### config.mk
export PLATFORM = sky130hd
export DESIGN_NAME = lidar_frame_parser_point_decoder_unit
export DESIGN_NICKNAME = d
export VERILOG_FILES = /design/src/design/lfp_pkg.sv /design/src/design/lfp_parser.sv /design/src/design/lfp_frame_ram.sv /design/src/design/lfp_decoder.sv /design/src/design/lidar_frame_parser_point_decoder_unit.sv
export SDC_FILE = /design/constraint.sdc
export NUM_CORES = 1
export LEC_CHECK = 0
export BUFFER_PORTS_ARGS = -buffer_cell sky130_fd_sc_hd__buf_2
export CELL_PAD_IN_SITES_DETAIL_PLACEMENT = 1
export CELL_PAD_IN_SITES_GLOBAL_PLACEMENT = 1
export CORE_MARGIN = 1
export CORE_UTILIZATION = 53
export DETAILED_ROUTE_END_ITERATION = 12
export GPL_ROUTABILITY_DRIVEN = 1
export PLACE_DENSITY = 0.91
export SYNTH_ARGS = -nofsm -noshare
export SYNTH_HDL_FRONTEND = slang
export SYNTH_HIERARCHICAL = 1
export SYNTH_SLANG_ARGS = --single-unit
export TNS_END_PERCENT = 20
### constraint.sdc
create_clock -name i_clk -period 5.2 [get_ports i_clk]
set_input_delay 1.3 -clock i_clk [delete_from_list [all_inputs] [get_ports i_clk]]
set_output_delay 1.3 -clock i_clk [all_outputs]
set_load 0.01 [all_outputs]
### src/design/lfp_pkg.sv
// ---------------------------------------------------------------------------
// lfp_pkg : shared types, constants and CRC helper for the lidar frame parser
// Frame layout offsets, angle arithmetic limits and the RAM write port struct.
// ---------------------------------------------------------------------------
`timescale 1ns / 1ps

package lfp_pkg;

    localparam int MEASURE_FRAME_BYTES = 47;
    localparam int SHORT_FRAME_BYTES   = 12;
    localparam int PTS_PER_FRAME       = 12;
    localparam int FRAME_ADDR_W        = $clog2(MEASURE_FRAME_BYTES);
    localparam int COUNT_W             = 6;

    localparam logic [7:0] HDR_BYTE     = 8'h54;
    localparam logic [7:0] KIND_MEASURE = 8'h2C;
    localparam logic [7:0] KIND_HEALTH  = 8'hE0;
    localparam logic [7:0] KIND_INFO    = 8'h0F;
    localparam logic [7:0] CRC_POLY     = 8'h4D;

    // byte offsets inside a measurement frame
    localparam logic [FRAME_ADDR_W-1:0] ADDR_HDR      = FRAME_ADDR_W'(0);
    localparam logic [FRAME_ADDR_W-1:0] ADDR_KIND     = FRAME_ADDR_W'(1);
    localparam logic [FRAME_ADDR_W-1:0] ADDR_START_LO = FRAME_ADDR_W'(4);
    localparam logic [FRAME_ADDR_W-1:0] ADDR_START_HI = FRAME_ADDR_W'(5);
    localparam logic [FRAME_ADDR_W-1:0] ADDR_FIRST_PT = FRAME_ADDR_W'(6);
    localparam logic [FRAME_ADDR_W-1:0] ADDR_END_LO   = FRAME_ADDR_W'(6 + 3 * PTS_PER_FRAME);
    localparam logic [FRAME_ADDR_W-1:0] ADDR_END_HI   = FRAME_ADDR_W'(7 + 3 * PTS_PER_FRAME);
    localparam logic [FRAME_ADDR_W-1:0] ADDR_CRC      = FRAME_ADDR_W'(MEASURE_FRAME_BYTES - 1);
    localparam logic [FRAME_ADDR_W-1:0] PT_STRIDE     = FRAME_ADDR_W'(3);

    // angle arithmetic, 1/1200 degree units
    localparam int ANGLE_W = 19;
    localparam int ACC_W   = 21;
    localparam int SPAN_W  = 18;

    localparam logic signed [ACC_W-1:0]  HALF_TURN     = 21'sd216000;
    localparam logic signed [ACC_W-1:0]  NEG_HALF_TURN = -21'sd216000;
    localparam logic signed [ACC_W-1:0]  FULL_TURN     = 21'sd432000;
    localparam logic signed [SPAN_W-1:0] SPAN_FIX      = 18'sd36000;

    typedef struct packed {
        logic                    en;
        logic [FRAME_ADDR_W-1:0] addr;
        logic [7:0]              data;
    } t_mem_wr;

    // CRC-8, MSB first, one byte
    function automatic logic [7:0] crc8_update(input logic [7:0] crc, input logic [7:0] b);
        logic [7:0] c;
        c = crc ^ b;
        for (int k = 0; k < 8; k++) begin
            if (c[7]) begin
                c = {c[6:0], 1'b0} ^ CRC_POLY;
            end else begin
                c = {c[6:0], 1'b0};
            end
        end
        return c;
    endfunction

endpackage

### src/design/lfp_parser.sv
// ---------------------------------------------------------------------------
// lfp_parser : byte-level frame hunter and CRC checker
// Tracks header/kind/body phases, writes measurement frame bytes to the frame RAM and
// flags a measurement frame whose checksum matches.
// ---------------------------------------------------------------------------
`timescale 1ns / 1ps

module lfp_parser #(
    parameter int SHORT_FRAME_BYTES = lfp_pkg::SHORT_FRAME_BYTES
) (
    input  logic            i_clk,
    input  logic            i_rst_n,
    input  logic            i_cfg_wr_en,
    input  logic            i_cfg_wr_data,
    input  logic            i_accept,
    input  logic [7:0]      i_rx_byte,
    output lfp_pkg::t_mem_wr o_wr,
    output logic            o_frame_ok
);

    typedef enum logic [3:0] {
        PS_HUNT    = 4'b0001,
        PS_KIND    = 4'b0010,
        PS_MEASURE = 4'b0100,
        PS_SHORT   = 4'b1000
    } t_parse_state;

    localparam logic [lfp_pkg::COUNT_W-1:0] SHORT_LEN =
        lfp_pkg::COUNT_W'(SHORT_FRAME_BYTES);
    localparam logic [lfp_pkg::COUNT_W-1:0] LAST_POS =
        lfp_pkg::COUNT_W'(lfp_pkg::MEASURE_FRAME_BYTES - 1);

    t_parse_state                 r_phase, n_phase;
    logic [lfp_pkg::COUNT_W-1:0]  r_cnt, n_cnt;
    logic [7:0]                   r_crc, n_crc;
    logic                         r_rx_enable;
    logic [lfp_pkg::COUNT_W-1:0]  w_cnt_inc;

    assign w_cnt_inc = r_cnt + lfp_pkg::COUNT_W'(1);

    always_comb begin
        n_phase     = r_phase;
        n_cnt       = r_cnt;
        n_crc       = r_crc;
        o_wr.en     = 1'b0;
        o_wr.addr   = lfp_pkg::FRAME_ADDR_W'(r_cnt);
        o_wr.data   = i_rx_byte;
        o_frame_ok  = 1'b0;
        if (i_accept && r_rx_enable) begin
            unique case (r_phase)
                PS_HUNT: begin
                    if (i_rx_byte == lfp_pkg::HDR_BYTE) begin
                        o_wr.en   = 1'b1;
                        o_wr.addr = lfp_pkg::ADDR_HDR;
                        n_crc     = lfp_pkg::crc8_update(8'h00, i_rx_byte);
                        n_cnt     = lfp_pkg::COUNT_W'(1);
                        n_phase   = PS_KIND;
                    end
                end
                PS_KIND: begin
                    if (i_rx_byte == lfp_pkg::KIND_MEASURE) begin
                        o_wr.en   = 1'b1;
                        o_wr.addr = lfp_pkg::ADDR_KIND;
                        n_crc     = lfp_pkg::crc8_update(r_crc, i_rx_byte);
                        n_cnt     = lfp_pkg::COUNT_W'(2);
                        n_phase   = PS_MEASURE;
                    end else if (i_rx_byte == lfp_pkg::KIND_HEALTH ||
                                 i_rx_byte == lfp_pkg::KIND_INFO) begin
                        n_cnt     = lfp_pkg::COUNT_W'(2);
                        n_phase   = PS_SHORT;
                    end else begin
                        n_phase   = PS_HUNT;
                    end
                end
                PS_MEASURE: begin
                    o_wr.en = 1'b1;
                    if (r_cnt >= LAST_POS) begin
                        // checksum byte closes the frame
                        o_wr.addr  = lfp_pkg::ADDR_CRC;
                        o_frame_ok = (r_crc == i_rx_byte);
                        n_cnt      = '0;
                        n_phase    = PS_HUNT;
                    end else begin
                        n_crc = lfp_pkg::crc8_update(r_crc, i_rx_byte);
                        n_cnt = w_cnt_inc;
                    end
                end
                PS_SHORT: begin
                    if (w_cnt_inc >= SHORT_LEN) begin
                        n_cnt   = '0;
                        n_phase = PS_HUNT;
                    end else begin
                        n_cnt   = w_cnt_inc;
                    end
                end
                default: begin
                    n_phase = PS_HUNT;
                end
            endcase
        end
    end

    always_ff @(posedge i_clk) begin
        if (!i_rst_n) begin
            r_phase     <= PS_HUNT;
            r_cnt       <= '0;
            r_crc       <= '0;
            r_rx_enable <= 1'b0;
        end else begin
            r_phase <= n_phase;
            r_cnt   <= n_cnt;
            r_crc   <= n_crc;
            if (i_cfg_wr_en) begin
                r_rx_enable <= i_cfg_wr_data;
            end
        end
    end

endmodule

### src/design/lfp_frame_ram.sv
// ---------------------------------------------------------------------------
// lfp_frame_ram : frame byte store
// One write port, one read port, registered read data.
// ---------------------------------------------------------------------------
`timescale 1ns / 1ps

module lfp_frame_ram (
    input  logic                             i_clk,
    input  lfp_pkg::t_mem_wr                 i_wr,
    input  logic [lfp_pkg::FRAME_ADDR_W-1:0] i_rd_addr,
    output logic [7:0]                       o_rd_data
);

    logic [7:0] r_mem [lfp_pkg::MEASURE_FRAME_BYTES];
    logic [7:0] r_rd_data;

    always_ff @(posedge i_clk) begin
        if (i_wr.en) begin
            r_mem[i_wr.addr] <= i_wr.data;
        end
        r_rd_data <= r_mem[i_rd_addr];
    end

    assign o_rd_data = r_rd_data;

endmodule

### src/design/lfp_decoder.sv
// ---------------------------------------------------------------------------
// lfp_decoder : point decoder
// Reads a checked frame back from the RAM, steps the angle per point and
// presents the twelve points through an output register.
// ---------------------------------------------------------------------------
`timescale 1ns / 1ps

module lfp_decoder (
    input  logic                             i_clk,
    input  logic                             i_rst_n,
    input  logic                             i_frame_ok,
    output logic                             o_idle,
    output logic [lfp_pkg::FRAME_ADDR_W-1:0] o_rd_addr,
    input  logic [7:0]                       i_rd_data,
    output logic                             o_pt_valid,
    input  logic                             i_pt_ready,
    output logic [15:0]                      o_distance_mm,
    output logic [7:0]                       o_intensity,
    output logic signed [18:0]               o_angle,
    output logic [3:0]                       o_point_number,
    output logic                             o_last_of_frame,
    output logic                             o_scan_complete
);

    localparam int AW = lfp_pkg::FRAME_ADDR_W;

    typedef enum logic [5:0] {
        DS_IDLE = 6'b000001,
        DS_HDR  = 6'b000010,
        DS_SPAN = 6'b000100,
        DS_WRAP = 6'b001000,
        DS_PT   = 6'b010000,
        DS_EMIT = 6'b100000
    } t_dec_state;

    t_dec_state                        r_state, n_state;
    logic [2:0]                        r_step, n_step;
    logic [31:0]                       r_hdr, n_hdr;
    logic signed [lfp_pkg::SPAN_W-1:0] r_span, n_span;
    logic signed [lfp_pkg::ACC_W-1:0]  r_acc, n_acc;
    logic [3:0]                        r_pt, n_pt;
    logic [AW-1:0]                     r_base, n_base;
    logic [15:0]                       r_dist, n_dist;
    logic [7:0]                        r_inten, n_inten;
    logic                              r_rose, n_rose;
    logic signed [18:0]                r_prev, n_prev;

    logic                              r_out_valid, n_out_valid;
    logic [15:0]                       r_o_dist;
    logic [7:0]                        r_o_inten;
    logic signed [18:0]                r_o_angle;
    logic [3:0]                        r_o_pt;
    logic                              r_o_last;
    logic                              r_o_scan;

    logic [19:0]                       w_s12;
    logic signed [lfp_pkg::SPAN_W-1:0] w_span_raw;
    logic signed [lfp_pkg::SPAN_W-1:0] w_span_fix;
    logic signed [18:0]                w_angle;
    logic                              w_rose;
    logic                              w_last;
    logic                              w_load;

    // start angle times twelve, then its negation seeds the accumulator
    assign w_s12      = {1'b0, r_hdr[15:0], 3'b000} + {2'b00, r_hdr[15:0], 2'b00};
    assign w_span_raw = $signed({2'b00, r_hdr[31:16]}) - $signed({2'b00, r_hdr[15:0]});
    assign w_span_fix = w_span_raw + lfp_pkg::SPAN_FIX;
    assign w_angle    = r_acc[18:0];
    assign w_rose     = r_rose || (w_angle > r_prev);
    assign w_last     = (r_pt == 4'(lfp_pkg::PTS_PER_FRAME - 1));
    assign w_load     = (r_state == DS_EMIT) && (!r_out_valid || i_pt_ready);

    always_comb begin
        n_state   = r_state;
        n_step    = r_step;
        n_hdr     = r_hdr;
        n_span    = r_span;
        n_acc     = r_acc;
        n_pt      = r_pt;
        n_base    = r_base;
        n_dist    = r_dist;
        n_inten   = r_inten;
        n_rose    = r_rose;
        n_prev    = r_prev;
        o_rd_addr = r_base + AW'(r_step[1:0]);
        unique case (r_state)
            DS_IDLE: begin
                if (i_frame_ok) begin
                    n_state = DS_HDR;
                    n_step  = '0;
                end
            end
            DS_HDR: begin
                unique case (r_step[1:0])
                    2'd0:    o_rd_addr = lfp_pkg::ADDR_START_LO;
                    2'd1:    o_rd_addr = lfp_pkg::ADDR_START_HI;
                    2'd2:    o_rd_addr = lfp_pkg::ADDR_END_LO;
                    default: o_rd_addr = lfp_pkg::ADDR_END_HI;
                endcase
                if (r_step != 3'd0) begin
                    n_hdr = {i_rd_data, r_hdr[31:8]};
                end
                if (r_step == 3'd4) begin
                    n_state = DS_SPAN;
                end else begin
                    n_step = r_step + 3'd1;
                end
            end
            DS_SPAN: begin
                n_span  = w_span_raw[lfp_pkg::SPAN_W-1] ? w_span_fix : w_span_raw;
                n_acc   = -$signed({1'b0, w_s12});
                n_pt    = '0;
                n_base  = lfp_pkg::ADDR_FIRST_PT;
                n_rose  = 1'b0;
                n_state = DS_WRAP;
            end
            DS_WRAP: begin
                if (r_acc < lfp_pkg::NEG_HALF_TURN) begin
                    n_acc = r_acc + lfp_pkg::FULL_TURN;
                end else begin
                    n_step  = '0;
                    n_state = DS_PT;
                end
            end
            DS_PT: begin
                unique case (r_step[1:0])
                    2'd0: begin
                        // fold the angle of the step just taken back into range
                        priority if (r_acc >= lfp_pkg::HALF_TURN) begin
                            n_acc = r_acc - lfp_pkg::FULL_TURN;
                        end else if (r_acc < lfp_pkg::NEG_HALF_TURN) begin
                            n_acc = r_acc + lfp_pkg::FULL_TURN;
                        end
                    end
                    2'd1:    n_dist[7:0]  = i_rd_data;
                    2'd2:    n_dist[15:8] = i_rd_data;
                    default: n_inten      = i_rd_data;
                endcase
                if (r_step[1:0] == 2'd3) begin
                    n_state = DS_EMIT;
                end else begin
                    n_step = r_step + 3'd1;
                end
            end
            DS_EMIT: begin
                if (w_load) begin
                    n_prev = w_angle;
                    n_rose = w_rose;
                    n_acc  = r_acc - {{(lfp_pkg::ACC_W - lfp_pkg::SPAN_W){r_span[lfp_pkg::SPAN_W-1]}},
                                      r_span};
                    n_pt   = r_pt + 4'd1;
                    n_base = r_base + lfp_pkg::PT_STRIDE;
                    n_step = '0;
                    n_state = w_last ? DS_IDLE : DS_PT;
                end
            end
            default: begin
                n_state = DS_IDLE;
            end
        endcase
    end

    always_comb begin
        n_out_valid = r_out_valid;
        if (w_load) begin
            n_out_valid = 1'b1;
        end else if (i_pt_ready) begin
            n_out_valid = 1'b0;
        end
    end

    always_ff @(posedge i_clk) begin
        if (!i_rst_n) begin
            r_state     <= DS_IDLE;
            r_step      <= '0;
            r_prev      <= '0;
            r_rose      <= 1'b0;
            r_out_valid <= 1'b0;
        end else begin
            r_state     <= n_state;
            r_step      <= n_step;
            r_prev      <= n_prev;
            r_rose      <= n_rose;
            r_out_valid <= n_out_valid;
        end
    end

    always_ff @(posedge i_clk) begin
        r_hdr   <= n_hdr;
        r_span  <= n_span;
        r_acc   <= n_acc;
        r_pt    <= n_pt;
        r_base  <= n_base;
        r_dist  <= n_dist;
        r_inten <= n_inten;
        if (w_load) begin
            r_o_dist  <= r_dist;
            r_o_inten <= r_inten;
            r_o_angle <= w_angle;
            r_o_pt    <= r_pt;
            r_o_last  <= w_last;
            r_o_scan  <= w_last && w_rose;
        end
    end

    assign o_idle          = (r_state == DS_IDLE);
    assign o_pt_valid      = r_out_valid;
    assign o_distance_mm   = r_o_dist;
    assign o_intensity     = r_o_inten;
    assign o_angle         = r_o_angle;
    assign o_point_number  = r_o_pt;
    assign o_last_of_frame = r_o_last;
    assign o_scan_complete = r_o_scan;

endmodule

### src/design/lidar_frame_parser_point_decoder_unit.sv
// ---------------------------------------------------------------------------
// lidar_frame_parser_point_decoder_unit : lidar serial frame parser, top level
// Hunts frames in the received byte stream, checks CRC-8 and emits twelve
// decoded points per good measurement frame.
// ---------------------------------------------------------------------------
//  channel  | direction | handshake                  | payload
//  rx       | in        | i_rx_valid / o_rx_ready    | i_rx_byte
//  pt       | out       | o_pt_valid / i_pt_ready    | distance, intensity, angle,
//           |           |                            | point number, last, scan done
//  cfg      | in        | i_cfg_wr_en (no wait)      | i_cfg_wr_data (rx enable)
//
//  One byte per cycle while no frame is being decoded.
//  After the checksum byte of a good frame the rx side stalls while the frame
//  RAM is read back: the start and end angles first, then the angle
//  accumulator set-up, then each point (three RAM reads plus emit); the
//  stall is longer if the pt side holds off ready.
//  Synchronous active-low reset; no RAM clearing pass is needed.
// ---------------------------------------------------------------------------
`timescale 1ns / 1ps

module lidar_frame_parser_point_decoder_unit #(
    parameter int SHORT_FRAME_BYTES = lfp_pkg::SHORT_FRAME_BYTES
) (
    input  logic               i_clk,
    input  logic               i_rst_n,
    input  logic               i_cfg_wr_en,
    input  logic               i_cfg_wr_data,
    input  logic               i_rx_valid,
    output logic               o_rx_ready,
    input  logic [7:0]         i_rx_byte,
    output logic               o_pt_valid,
    input  logic               i_pt_ready,
    output logic [15:0]        o_distance_mm,
    output logic [7:0]         o_intensity,
    output logic signed [18:0] o_angle,
    output logic [3:0]         o_point_number,
    output logic               o_last_of_frame,
    output logic               o_scan_complete
);

    lfp_pkg::t_mem_wr                 w_wr;
    logic [lfp_pkg::FRAME_ADDR_W-1:0] w_rd_addr;
    logic [7:0]                       w_rd_data;
    logic                             w_frame_ok;
    logic                             w_idle;
    logic                             w_accept;

    assign o_rx_ready = w_idle;
    assign w_accept   = i_rx_valid && w_idle;

    lfp_parser #(
        .SHORT_FRAME_BYTES (SHORT_FRAME_BYTES)
    ) u_parser (
        .i_clk         (i_clk),
        .i_rst_n       (i_rst_n),
        .i_cfg_wr_en   (i_cfg_wr_en),
        .i_cfg_wr_data (i_cfg_wr_data),
        .i_accept      (w_accept),
        .i_rx_byte     (i_rx_byte),
        .o_wr          (w_wr),
        .o_frame_ok    (w_frame_ok)
    );

    lfp_frame_ram u_ram (
        .i_clk     (i_clk),
        .i_wr      (w_wr),
        .i_rd_addr (w_rd_addr),
        .o_rd_data (w_rd_data)
    );

    lfp_decoder u_decoder (
        .i_clk           (i_clk),
        .i_rst_n         (i_rst_n),
        .i_frame_ok      (w_frame_ok),
        .o_idle          (w_idle),
        .o_rd_addr       (w_rd_addr),
        .i_rd_data       (w_rd_data),
        .o_pt_valid      (o_pt_valid),
        .i_pt_ready      (i_pt_ready),
        .o_distance_mm   (o_distance_mm),
        .o_intensity     (o_intensity),
        .o_angle         (o_angle),
        .o_point_number  (o_point_number),
        .o_last_of_frame (o_last_of_frame),
        .o_scan_complete (o_scan_complete)
    );

endmodule
; ---- Word level (Yosys, flattened, before mapping)
; Memories as Yosys holds them, arrays and structs flattened. A register that Yosys moved wholly into a read port is not among the register bits.
; Cells that the tools add are included.
[classes]
addsub = 12
mux = 141
eq_ne = 34
order_cmp = 5
bitwise_logic = 25
n_reduce_logical = 29
[op_table]
columns = cell, n
row1 = $mux W8, 66
row2 = $mux W7, 26
row3 = $not A4 Y4, 23
row4 = $mux W21, 4
row5 = $pmux W21 S4, 1
row6 = $mux W6, 13
row7 = $pmux W6 S6, 1
row8 = $mux W4, 6
row9 = $pmux W6 S4, 1
row10 = $pmux W8 S3, 1
row11 = $add A21 B20 Y21 const B, 1
row12 = $ge A21 B19 Y1 const B, 1
row13 = $lt A21 B19 Y1 const B, 1
row14 = $neg A20 Y21, 1
row15 = $pmux W7 S3, 1
row16 = $sub A21 B20 Y21 const B, 1
row17 = $sub A21 B21 Y21, 1
row18 = $add A19 B18 Y20, 1
row19 = $gt A19 B19 Y1, 1
row20 = $add A17 B17 Y18 const B, 1
row21 = $pmux W6 S3, 1
row22 = $mux W17, 1
row23 = $sub A16 B16 Y17, 1
row24 = $ne A2 B1 Y1 const B, 8
row25 = other kinds (51), 83
[word_totals]
register_bits = 203
output_inout_bits = 51
ram_bits = 376
word_cells = 271
n_memories = 1
[memory_table]
columns = memory, words, width, read_ports, rd_clocked_by_memory_dff, write_ports, line
row1 = u_ram.r_mem, 47, 8, 1, 1, 1, lfp_frame_ram.sv:14  ; logic [7:0] r_mem [lfp_pkg::MEASURE_FRAME_BYTES];

; ---- Longest topological paths before layout
; Gate-level depths: netlist of the first run.
[depth]
word_depth = 40
depth_mapped = 14
depth_no_buf = 12

; ---- Cells and area by module
; The synthesis of the first run kept the hierarchy.
[by_module_without_submodules]
columns = module, seq_area_each_um2, instances, cells_each, area_per_inst_um2
row1 = lfp_frame_ram, 11451.0, 1, 839, 15082.0
row2 = lfp_decoder, 5225.0, 1, 1067, 11268.3
row3 = lfp_parser, 380.4, 1, 224, 1905.6
row4 = lidar_frame_parser_point_decoder_unit, 0.0, 1, 1, 6.3

; ---- Worst setup path before layout of the first run
; Ideal clock, no wire load.
[synth_path]
path_kind = input to register
startpoint = input i_rx_byte[0]
endpoint = memory u_ram.r_mem[33][0], enable pin
setup_time_ns = 0.370
path_slack_ns = 1.168
cell_stages = 10
required_time_ns = 4.830
t_arrival_ns = 3.662
path_cell_list = or4b_4 o21bai_4 o211ai_4 inv_2 buf_6 nand2_2 a21o_1 or3b_2 clkbuf_1 nor2_1
[synth_rtl]
columns = element, line
row1 = from (decl), lidar_frame_parser_point_decoder_unit.sv:30  ; input logic [7:0] i_rx_byte,
row2 = to (decl), lfp_frame_ram.sv:14

; ---- Worst setup path in the final report of the first run
[layout_path]
startpoint = register u_decoder.r_state[2]
endpoint = register u_ram.r_rd_data[1] (netlist: u_ram/o_rd_data[1]), read port of u_ram.r_mem
[layout_between]
elab_chain_len = 2
[layout_lines]
columns = element, line
row1 = from (decl), lfp_decoder.sv:36  ; t_dec_state r_state, n_state;
row2 = from (signal assigned), lfp_decoder.sv:180  ; r_state <= n_state;
row3 = $eq A6 B2 Y1, lfp_decoder.sv:86  ; unique case (r_state)
row4 = $mux W6, lfp_decoder.sv:86
row5 = "named net w_rd_addr, one bit", lidar_frame_parser_point_decoder_unit.sv:42  ; logic [lfp_pkg::FRAME_ADDR_W-1:0] w_rd_addr;
row6 = to (decl), lfp_frame_ram.sv:15  ; logic [7:0] r_rd_data;
; The timed path passes the listed nets, and every way through them passes these cells.
; A chain may end at the register's enable or synchronous reset.

==> impl_table.tex, run 1 <==
\begin{tabular}{lr}
\hline
Metric & Value \\
\hline
\multicolumn{2}{l}{\textbf{Run status}} \\
Status & complete, no violations \\
\multicolumn{2}{l}{\textbf{Clock network}} \\
Postcts setup bufs & 0 \\
CTS buffer count & 60 \\
Cells resized by post-CTS repair & 0 \\
Clock tree from TritonCTS & yes \\
Buffer type at the clock tree root & sky130\_fd\_sc\_hd\_\_clkbuf\_16 \\
Source-to-sink clock delay at the later pin of the worst-skew pair & 0.67 ns \\
CTS clock-pin slew for the worst setup and hold paths & $\sim$0.06 ns \\
Number of clock sinks & 587 \\
Number of H-tree levels & 2 \\
Number of hold buffers added after cts & 0 \\
Maximum root-to-sink buffer count & 3 \\
\multicolumn{2}{l}{\textbf{Synth}} \\
Sequential share of the synthesized area & 60.4\% \\
Count of mapped cells out of synthesis & about 2100 \\
Total standard cell area after synthesis & 28300 sq um \\
Warnings, synthesis & 6 \\
Synth area leaders & sky130\_fd\_sc\_hd\_\_edfxtp\_1 (56\%), sky130\_fd\_sc\_hd\_\_mux2i\_1 (5.2\%), sky130\_fd\_sc\_hd\_\_ha\_1 (4.6\%) \\
Leading area contributor after synthesis & sky130\_fd\_sc\_hd\_\_edfxtp\_1 \\
Most frequently used cell type in the post-synthesis netlist & sky130\_fd\_sc\_hd\_\_edfxtp\_1 \\
Library cells used by synthesis & 103 \\
Synth Flop Type & sky130\_fd\_sc\_hd\_\_edfxtp\_1 \\
Synthesized flop and latch total & 587 \\
Number of enable-type register cells in the synthesized netlist & 530 \\
Post-synthesis net count & 2251 \\
Average instance area after synthesis & 13.3 sq um \\
Share of Yosys cell area claimed by the top area cell type & 56.3\% \\
Synth cell count leaders & sky130\_fd\_sc\_hd\_\_edfxtp\_1 (530), sky130\_fd\_sc\_hd\_\_mux2i\_1 (146), sky130\_fd\_sc\_hd\_\_nor2\_1 (138) \\
Share of flip-flops with an asynchronous set or reset after synthesis & 0\% \\
\multicolumn{2}{l}{\textbf{STA}} \\
Slew Limit Headroom & 18.0\% \\
Hold Worst Slack & 0.424 ns \\
Setup TNS Final & 0 ns \\
Unrepaired setup endpoints after global routing & no \\
Final-report hold violation count & 0 \\
Number of failing setup endpoints in the final timing report & 0 \\
Count of final max-slew check failures & 0 \\
Clock Skews & 0.0638 ns \\
Worst Tran Pin Value & roughly 1.2 ns \\
Top achievable clock speed & 216 MHz \\
Final clock period utilization by the worst path & 89.2\% \\
Min Tclk post-route & 4.64 ns \\
\multicolumn{2}{l}{\textbf{Setup path}} \\
Critical Path, Cell by Cell & or4\_1, or3b\_1, nor3\_1, a21oi\_4, nor2\_1, buf\_4, nand2\_1, o2111ai\_1, nand4\_1, or3\_1 \\
Flop2flop setup slack & 0.56 ns \\
Capturing point of the worst reg2reg path & u\_ram/o\_rd\_data[1] \\
Startpoint types & flip-flop \\
Critical R2R Launch & u\_decoder/r\_state[2] \\
Standard cell with the maximum stage delay on the critical path & sky130\_fd\_sc\_hd\_\_nor2\_1 \\
CP Class & flip-flop to flip-flop \\
Slowest cell delay on critical path & 0.77 ns \\
Cells on worst reg2reg path & 10 \\
Largest driver fanout on the critical path & 14 \\
CP endpoint kind & flip-flop \\
Worst endpoint data arrival time & between 5 and 6 ns \\
Required time worst endpoint & 5.74 ns \\
\multicolumn{2}{l}{\textbf{Hold path}} \\
Worst min-delay path endpoint & u\_decoder/o\_distance\_mm[9] \\
Min-delay src & u\_decoder/r\_dist[9] \\
Min-Delay Path Class & flip-flop to flip-flop \\
Cell depth of the worst hold path & 0 \\
\multicolumn{2}{l}{\textbf{Floorplan}} \\
Ports & 65 \\
Initial Utilization & 53.7\% \\
Width of the die & 233 um \\
Full die area & between 50000 and 60000 sq um \\
Core outline area & approximately 53000 sq um \\
Row cnt & 84 \\
Die height & 233 um \\
\multicolumn{2}{l}{\textbf{Route}} \\
DRC violations left & 0 \\
Number of antenna-violating nets in the routed design & 0 \\
Via count & 19200 \\
Number of iterations in the first detailed-routing pass & 5 \\
WL per Instance & 28.0 um \\
Number of DRC markers after the initial detailed-route iteration & 1715 \\
Aggregate routed wire length & 82200 um \\
DR vias/cell & between 6 and 7 \\
\multicolumn{2}{l}{\textbf{Power}} \\
Pwr per Cell Area & 337 nW/um\^{}2 \\
Total leakage power & 0.0114 uW \\
Maximum ir drop on the vdd rail & 0.317 mV \\
Total chip power & 10600 uW \\
\multicolumn{2}{l}{\textbf{Layout}} \\
Number of fillers in the final layout & approximately 5100 \\
Area of combinational cells with multiple inputs & 10400 sq um \\
Relative area change from synthesis to final layout & 10.9\% \\
Storage cell area & roughly 17000 sq um \\
Proportion of layout cells with a drive suffix above 1 & about an eighth \\
Number of nets in the layout & 2311 \\
\multicolumn{2}{l}{\textbf{GRT}} \\
Total congestion overflow after global routing & 0 \\
Overall routing resource usage & 30.6\% \\
Number of antenna violations at the first check in global routing & 2 \\
Largest net degree at the start of global routing & 52 \\
Vias in the first global route & just over 20000 \\
Wire length of the first global-routing pass & 125000 um \\
\multicolumn{2}{l}{\textbf{Place}} \\
Number of port buffers & 64 \\
Final weighted congestion in routability-driven placement & 0.890 \\
Final HPWL DP & 52900 um \\
\multicolumn{2}{l}{\textbf{Flow run}} \\
Count of max-cap constraint violations & 0 \\
\hline
\end{tabular}
==> power by group <==
| group | total, uW | internal, uW | switching [uW] |
|---|---|---|---|
| logic | 877 | 323 | 554 |
| clock network | 4480 | 2570 | 1910 |
| registers | 5210 | 5160 | 52.0 |
==> logic make-up (layout without fill, tap and decap cells) <==
group | count (synthesis) | after routing | share of synthesized area [%]
adder cells (fa/ha/maj) | 106 | 106 | 4.77
other | 0 | 2 | 0
multiplexers | 179 | 179 | 7.76
AND/OR/NAND/NOR | 520 | 520 | 9.70
AO/OA/AOI/OAI | 453 | 453 | 11.3
XOR/XNOR | 91 | 91 | 2.97
flip-flops | 587 | 587 | 60.4
buffers and inverters | 195 | 306 | 3.10
==> layout by cell type (no fill, tap or decap), types with 25 or more instances in the layout <==
cell type                   instances
sky130_fd_sc_hd__mux4_2            32
sky130_fd_sc_hd__xor2_1            34
sky130_fd_sc_hd__dfxtp_1           57
sky130_fd_sc_hd__buf_4             38
sky130_fd_sc_hd__nand4_1           29
sky130_fd_sc_hd__ha_1             103
sky130_fd_sc_hd__inv_1             86
sky130_fd_sc_hd__o21ai_0           64
sky130_fd_sc_hd__or3_1             25
sky130_fd_sc_hd__a22oi_1           56
sky130_fd_sc_hd__nor2_1           137
sky130_fd_sc_hd__edfxtp_1         530
sky130_fd_sc_hd__nand3_1           50
sky130_fd_sc_hd__a21oi_1           92
sky130_fd_sc_hd__xnor2_1           54
sky130_fd_sc_hd__buf_2             64
sky130_fd_sc_hd__nor2b_1           25
sky130_fd_sc_hd__nand2_1          104
sky130_fd_sc_hd__mux2i_1          146
sky130_fd_sc_hd__nor3_1            30
sky130_fd_sc_hd__clkbuf_16         60
==> critical path: cells and delay by family, from the launching register on <==
kind / cells / cell delay, ns
AND/OR/NAND/NOR: 7 / 3.56
flip-flops: 1 / 0.36
AO/OA/AOI/OAI: 2 / 0.33
buffers and inverters: 1 / 0.30
==> stage by stage <==
step                      cell area [sq um]  util (%)  setup slack [ns]  instances
after floorplan                       28300         -              1.17       2131
after global placement                29300      55.7             0.715       2817
after detailed placement              29300      55.7             0.465       2817
after CTS                             31300      59.5             0.690       2930
after global routing                  31300      59.5             0.371       2930
final                                 31300      59.5             0.563       2932
==> final cells by class <==
cell class / count / area share [%]
flip-flops and latches: 587 / 54.4
multi-input cells: 1349 / 33.1
clock buffers: 79 / 5.21
well taps: 688 / 2.75
repair buffers: 106 / 2.19
clock inverters: 34 / 1.28
inverters: 87 / 1.04
diodes: 2 / 0.0160
==> flip-flops by register name (all words and copies together), names as in the netlist, 16 cells and up <==
name / flops
u_decoder/r_acc: 21
u_decoder/o_angle: 19
u_decoder/r_dist: 16
u_decoder/r_prev: 19
u_decoder/r_span: 18
u_decoder/o_distance_mm: 16
u_ram/r_mem: 376
u_decoder/r_hdr: 32
==> how the worst max path moves through the flow <==
stage,from,to,cells past startpoint
2_1_floorplan,i_rx_byte[0],u_ram/r_mem[33][0],10
3_3_place_gp,i_rx_byte[0],u_ram/r_mem[9][0],10
3_5_place_dp,i_rx_byte[0],u_ram/r_mem[11][2],10
4_1_cts,u_decoder/r_state[2],u_ram/o_rd_data[3],10
5_1_grt,u_decoder/r_state[2],u_ram/o_rd_data[1],10
6_report,u_decoder/r_state[2],u_ram/o_rd_data[1],10
==> routing by layer <==
layer	track usage (%)	wire [um]	up-vias
met5	0	0	-
met4	15.6	4120	0
met3	4.88	5300	272
met2	54.5	42400	877
met1	35.5	30300	9720
li1	-	-	8329
Note: power is estimated with default switching activity, not from simulation.
==> run 2, diff against run 1 <==
- CORE_UTILIZATION: 53 -> 52
- SYNTH_HIERARCHICAL: 1 -> default
==> run 2 against run 1 <==
Area after synthesis shrank 1.1%. The flow now finishes with violations (design-rule violations). Power shrank 8.1%. Wire length grew 8.5%. Final cell count grew 6.5%. Count of clock-buffer cells in the layout is the same. Utilization shrank 0.93 points. Non-clock buffer count grew 11.
==> impl_table.tex, run 2 <==
\begin{tabular}{lr}
\hline
Metric & Value \\
\hline
\multicolumn{2}{l}{\textbf{Run status}} \\
Status & finished with violations \\
Failing checks & design-rule violations \\
\multicolumn{2}{l}{\textbf{Hold path}} \\
Cell depth of the worst hold path & 0 (unchanged) \\
Worst min-delay path endpoint & u\_decoder.o\_distance\_mm[10] \\
Min-Delay Path Class & flip-flop to flip-flop \\
Min-delay src & u\_decoder.r\_dist[10] \\
\multicolumn{2}{l}{\textbf{STA}} \\
Number of failing setup endpoints in the final timing report & 0 (unchanged) \\
Worst Tran Pin Value & 1.19 ns (-0.0376 ns) \\
Top achievable clock speed & 238 MHz (+10\%) \\
Slew Limit Headroom & 19.7\% (+1.7 points) \\
Count of final max-slew check failures & 0 (unchanged) \\
Setup TNS Final & 0 ns (unchanged) \\
Final-report hold violation count & 0 (unchanged) \\
Unrepaired setup endpoints after global routing & no \\
Clock Skews & 0.0333 ns (-0.0305 ns) \\
Final clock period utilization by the worst path & 80.8\% (-8.3 points) \\
Min Tclk post-route & 4.20 ns (-0.434 ns) \\
\multicolumn{2}{l}{\textbf{Synth}} \\
Warnings, synthesis & 0 (-6) \\
Average instance area after synthesis & 12.1 sq um (-9.0\%) \\
Share of Yosys cell area claimed by the top area cell type & 57.0\% (+0.65 points) \\
Total standard cell area after synthesis & 27900 sq um (-1.1\%) \\
Number of enable-type register cells in the synthesized netlist & 530 (unchanged) \\
Synth area leaders & sky130\_fd\_sc\_hd\_\_edfxtp\_1 (57\%), sky130\_fd\_sc\_hd\_\_ha\_1 (4.7\%), sky130\_fd\_sc\_hd\_\_dfxtp\_1 (4.1\%) \\
Library cells used by synthesis & 94 (-8.7\%) \\
Synth Flop Type & sky130\_fd\_sc\_hd\_\_edfxtp\_1 \\
Share of flip-flops with an asynchronous set or reset after synthesis & 0\% (unchanged) \\
Post-synthesis net count & 2437 (+8.3\%) \\
Count of mapped cells out of synthesis & 2316 (+8.7\%) \\
Leading area contributor after synthesis & sky130\_fd\_sc\_hd\_\_edfxtp\_1 \\
Sequential share of the synthesized area & 61.0\% (+0.70 points) \\
Synthesized flop and latch total & 587 (unchanged) \\
Synth cell count leaders & sky130\_fd\_sc\_hd\_\_edfxtp\_1 (530), sky130\_fd\_sc\_hd\_\_nand2\_1 (297), sky130\_fd\_sc\_hd\_\_nor2\_1 (184) \\
Most frequently used cell type in the post-synthesis netlist & sky130\_fd\_sc\_hd\_\_edfxtp\_1 \\
\multicolumn{2}{l}{\textbf{Power}} \\
Maximum ir drop on the vdd rail & 0.348 mV (+10\%) \\
Total chip power & 9710 uW (-8.1\%) \\
Total leakage power & 0.0112 uW (-1.7\%) \\
Pwr per Cell Area & 313 nW/um\^{}2 (-7.0\%) \\
\multicolumn{2}{l}{\textbf{Layout}} \\
Number of flip-flops under the largest register name & 376 (unchanged) \\
Antenna cell count & 0 (-2) \\
Top register by number of flip-flops & u\_ram.r\_mem \\
Registers with the most flip-flops & u\_ram.r\_mem x376, u\_decoder.r\_hdr x32, u\_decoder.r\_acc x21 \\
Most common cell after layout, fill and taps aside & sky130\_fd\_sc\_hd\_\_edfxtp\_1 \\
Summed area of non-filler cells in the final layout & 31000 sq um (-1.2\%) \\
Proportion of layout cells with a drive suffix above 1 & 11.0\% (-1.7 points) \\
Final non-filler cell total & 3122 (+6.5\%) \\
Relative area change from synthesis to final layout & 10.9\% (about the same) \\
Number of nets in the layout & 2504 (+8.4\%) \\
Top library cells by usage in the layout, fill and taps aside & sky130\_fd\_sc\_hd\_\_edfxtp\_1 (530), sky130\_fd\_sc\_hd\_\_nand2\_1 (297), sky130\_fd\_sc\_hd\_\_nor2\_1 (183) \\
\multicolumn{2}{l}{\textbf{GRT}} \\
Total congestion overflow after global routing & 0 (unchanged) \\
Wire length of the first global-routing pass & 133000 um (+6.9\%) \\
Number of antenna violations at the first check in global routing & 0 (-2) \\
Largest net degree at the start of global routing & 70 (+35\%) \\
Vias in the first global route & 22100 (+7.3\%) \\
Overall routing resource usage & 32.7\% (+2.1 points) \\
\multicolumn{2}{l}{\textbf{Route}} \\
Via count & 20700 (+8.1\%) \\
Aggregate routed wire length & 89100 um (+8.5\%) \\
Number of iterations in the first detailed-routing pass & 10 (+5) \\
Number of DRC markers after the initial detailed-route iteration & 2376 (+39\%) \\
DR vias/cell & 6.65 (+1.5\%) \\
WL per Instance & 28.6 um (+1.9\%) \\
Number of antenna-violating nets in the routed design & 0 (unchanged) \\
DRC violations left & 2 (+2) \\
\multicolumn{2}{l}{\textbf{Setup path}} \\
Gate family responsible for the most delay along the worst path & simple AND/OR/NAND/NOR gates \\
Critical R2R Launch & u\_decoder.r\_state[2] \\
CP endpoint kind & flip-flop \\
Start point of the critical path & i\_rx\_byte[3] \\
Worst endpoint data arrival time & 4.48 ns (-0.70 ns) \\
Largest driver fanout on the critical path & 13 (-1) \\
Startpoint types & primary input \\
Standard cell with the maximum stage delay on the critical path & sky130\_fd\_sc\_hd\_\_nor2\_1 \\
Cells on worst reg2reg path & 7 (-3) \\
Slowest cell delay on critical path & 0.77 ns (about the same) \\
CP Class & primary input to flip-flop \\
Critical Path, Cell by Cell & buf\_2, nor4b\_1, nand3\_1, a21o\_1, or3\_1, a21oi\_2, nand2\_1, nor2\_1 \\
CP bufs+invs & 1 (unchanged) \\
Flop2flop setup slack & 1.09 ns (+0.53 ns) \\
Required time worst endpoint & 5.47 ns (-0.27 ns) \\
Capturing point of the worst reg2reg path & u\_ram.r\_mem[18][1] \\
\multicolumn{2}{l}{\textbf{Flow run}} \\
Count of max-cap constraint violations & 0 (unchanged) \\
\multicolumn{2}{l}{\textbf{Clock network}} \\
CTS buffer count & 59 (-1.7\%) \\
Postcts setup bufs & 0 (unchanged) \\
Source-to-sink clock delay at the later pin of the worst-skew pair & 0.64 ns (-0.03 ns) \\
CTS clock-pin slew for the worst setup and hold paths & 0.07 ns (about the same) \\
Number of H-tree levels & 2 (unchanged) \\
Maximum root-to-sink buffer count & 3 (unchanged) \\
Clock tree from TritonCTS & yes \\
Number of hold buffers added after cts & 0 (unchanged) \\
Cells resized by post-CTS repair & 0 (unchanged) \\
Buffer type at the clock tree root & sky130\_fd\_sc\_hd\_\_clkbuf\_16 \\
Number of clock sinks & 587 (unchanged) \\
\multicolumn{2}{l}{\textbf{Floorplan}} \\
Initial Utilization & 52.8\% (-0.82 points) \\
Die height & 234 um (+0.38\%) \\
Full die area & 54700 sq um (+0.75\%) \\
Width of the die & 234 um (+0.38\%) \\
Ports & 65 (unchanged) \\
Core outline area & 52900 sq um (+0.40\%) \\
Row cnt & 84 (unchanged) \\
\multicolumn{2}{l}{\textbf{Place}} \\
Number of cells after detailed placement & 3010 (+6.9\%) \\
Number of port buffers & 64 (unchanged) \\
Final weighted congestion in routability-driven placement & 0.941 (+5.8\%) \\
Final HPWL DP & 58500 um (+11\%) \\
Placed instance area & 29000 sq um (-0.95\%) \\
\hline
\end{tabular}
run 2: worst max-delay path by stage:
stage | end | slack, ns | cells after the start
6_report | u_ram.r_mem[18][1] | 1.0 | 8
5_1_grt | u_ram.r_mem[18][5] | 0.84 | 8
4_1_cts | u_ram.r_mem[18][7] | 1.07 | 8
3_5_place_dp | u_ram.r_mem[10][0] | 0.61 | 8
3_3_place_gp | u_ram.r_mem[19][4] | 0.87 | 8
2_1_floorplan | u_decoder.r_prev[10] | 1.47 | 5
run 2: area by class of cell:
class / count / area, sq um
Clock buffer: 79 / 1640
Clock inverter: 33 / 310
Fill cell: 5328 / 21900
Inverter: 85 / 319
Multi-Input combinational cell: 1533 / 10100
Sequential cell: 587 / 17100
Tap cell: 688 / 861
Timing Repair Buffer: 117 / 731
run 2: cell families after synthesis:
family | Yosys count | share of synthesized area (%)
buffers and inverters | 196 | 3.05
adder cells (fa/ha/maj) | 107 | 4.87
AO/OA/AOI/OAI | 475 | 11.8
AND/OR/NAND/NOR | 804 | 13.8
multiplexers | 51 | 2.48
flip-flops | 587 | 61.0
XOR/XNOR | 96 | 3.01
run 2: through the flow:
stage	utilization [%]	hold WS, ns	setup WS [ns]
after floorplan	-	0.400	1.47
after global placement	54.9	0.402	0.873
after detailed placement	54.9	0.408	0.609
after CTS	58.6	0.421	1.07
after global routing	58.6	0.426	0.842
final	58.6	0.423	0.997
run 2: power by group:
group | switching [uW] | total, uW | internal (uW) | leakage, uW
registers | 6.69 | 5120 | 5120 | 0.00523
logic | 158 | 211 | 52.6 | 0.00500
clock network | 1940 | 4370 | 2430 | 0.000959
total | 2110 | 9710 | 7600 | 0.0112
run 2: metal layers:
metal / track usage, % / share of wire (%) / vias up
li1: - / - / 8824
met1: 38.1 / 36 / 10400
met2: 57.5 / 51 / 1215
met3: 5.07 / 7.6 / 320
met4: 18.4 / 5.8 / 0
met5: 0 / 0 / -
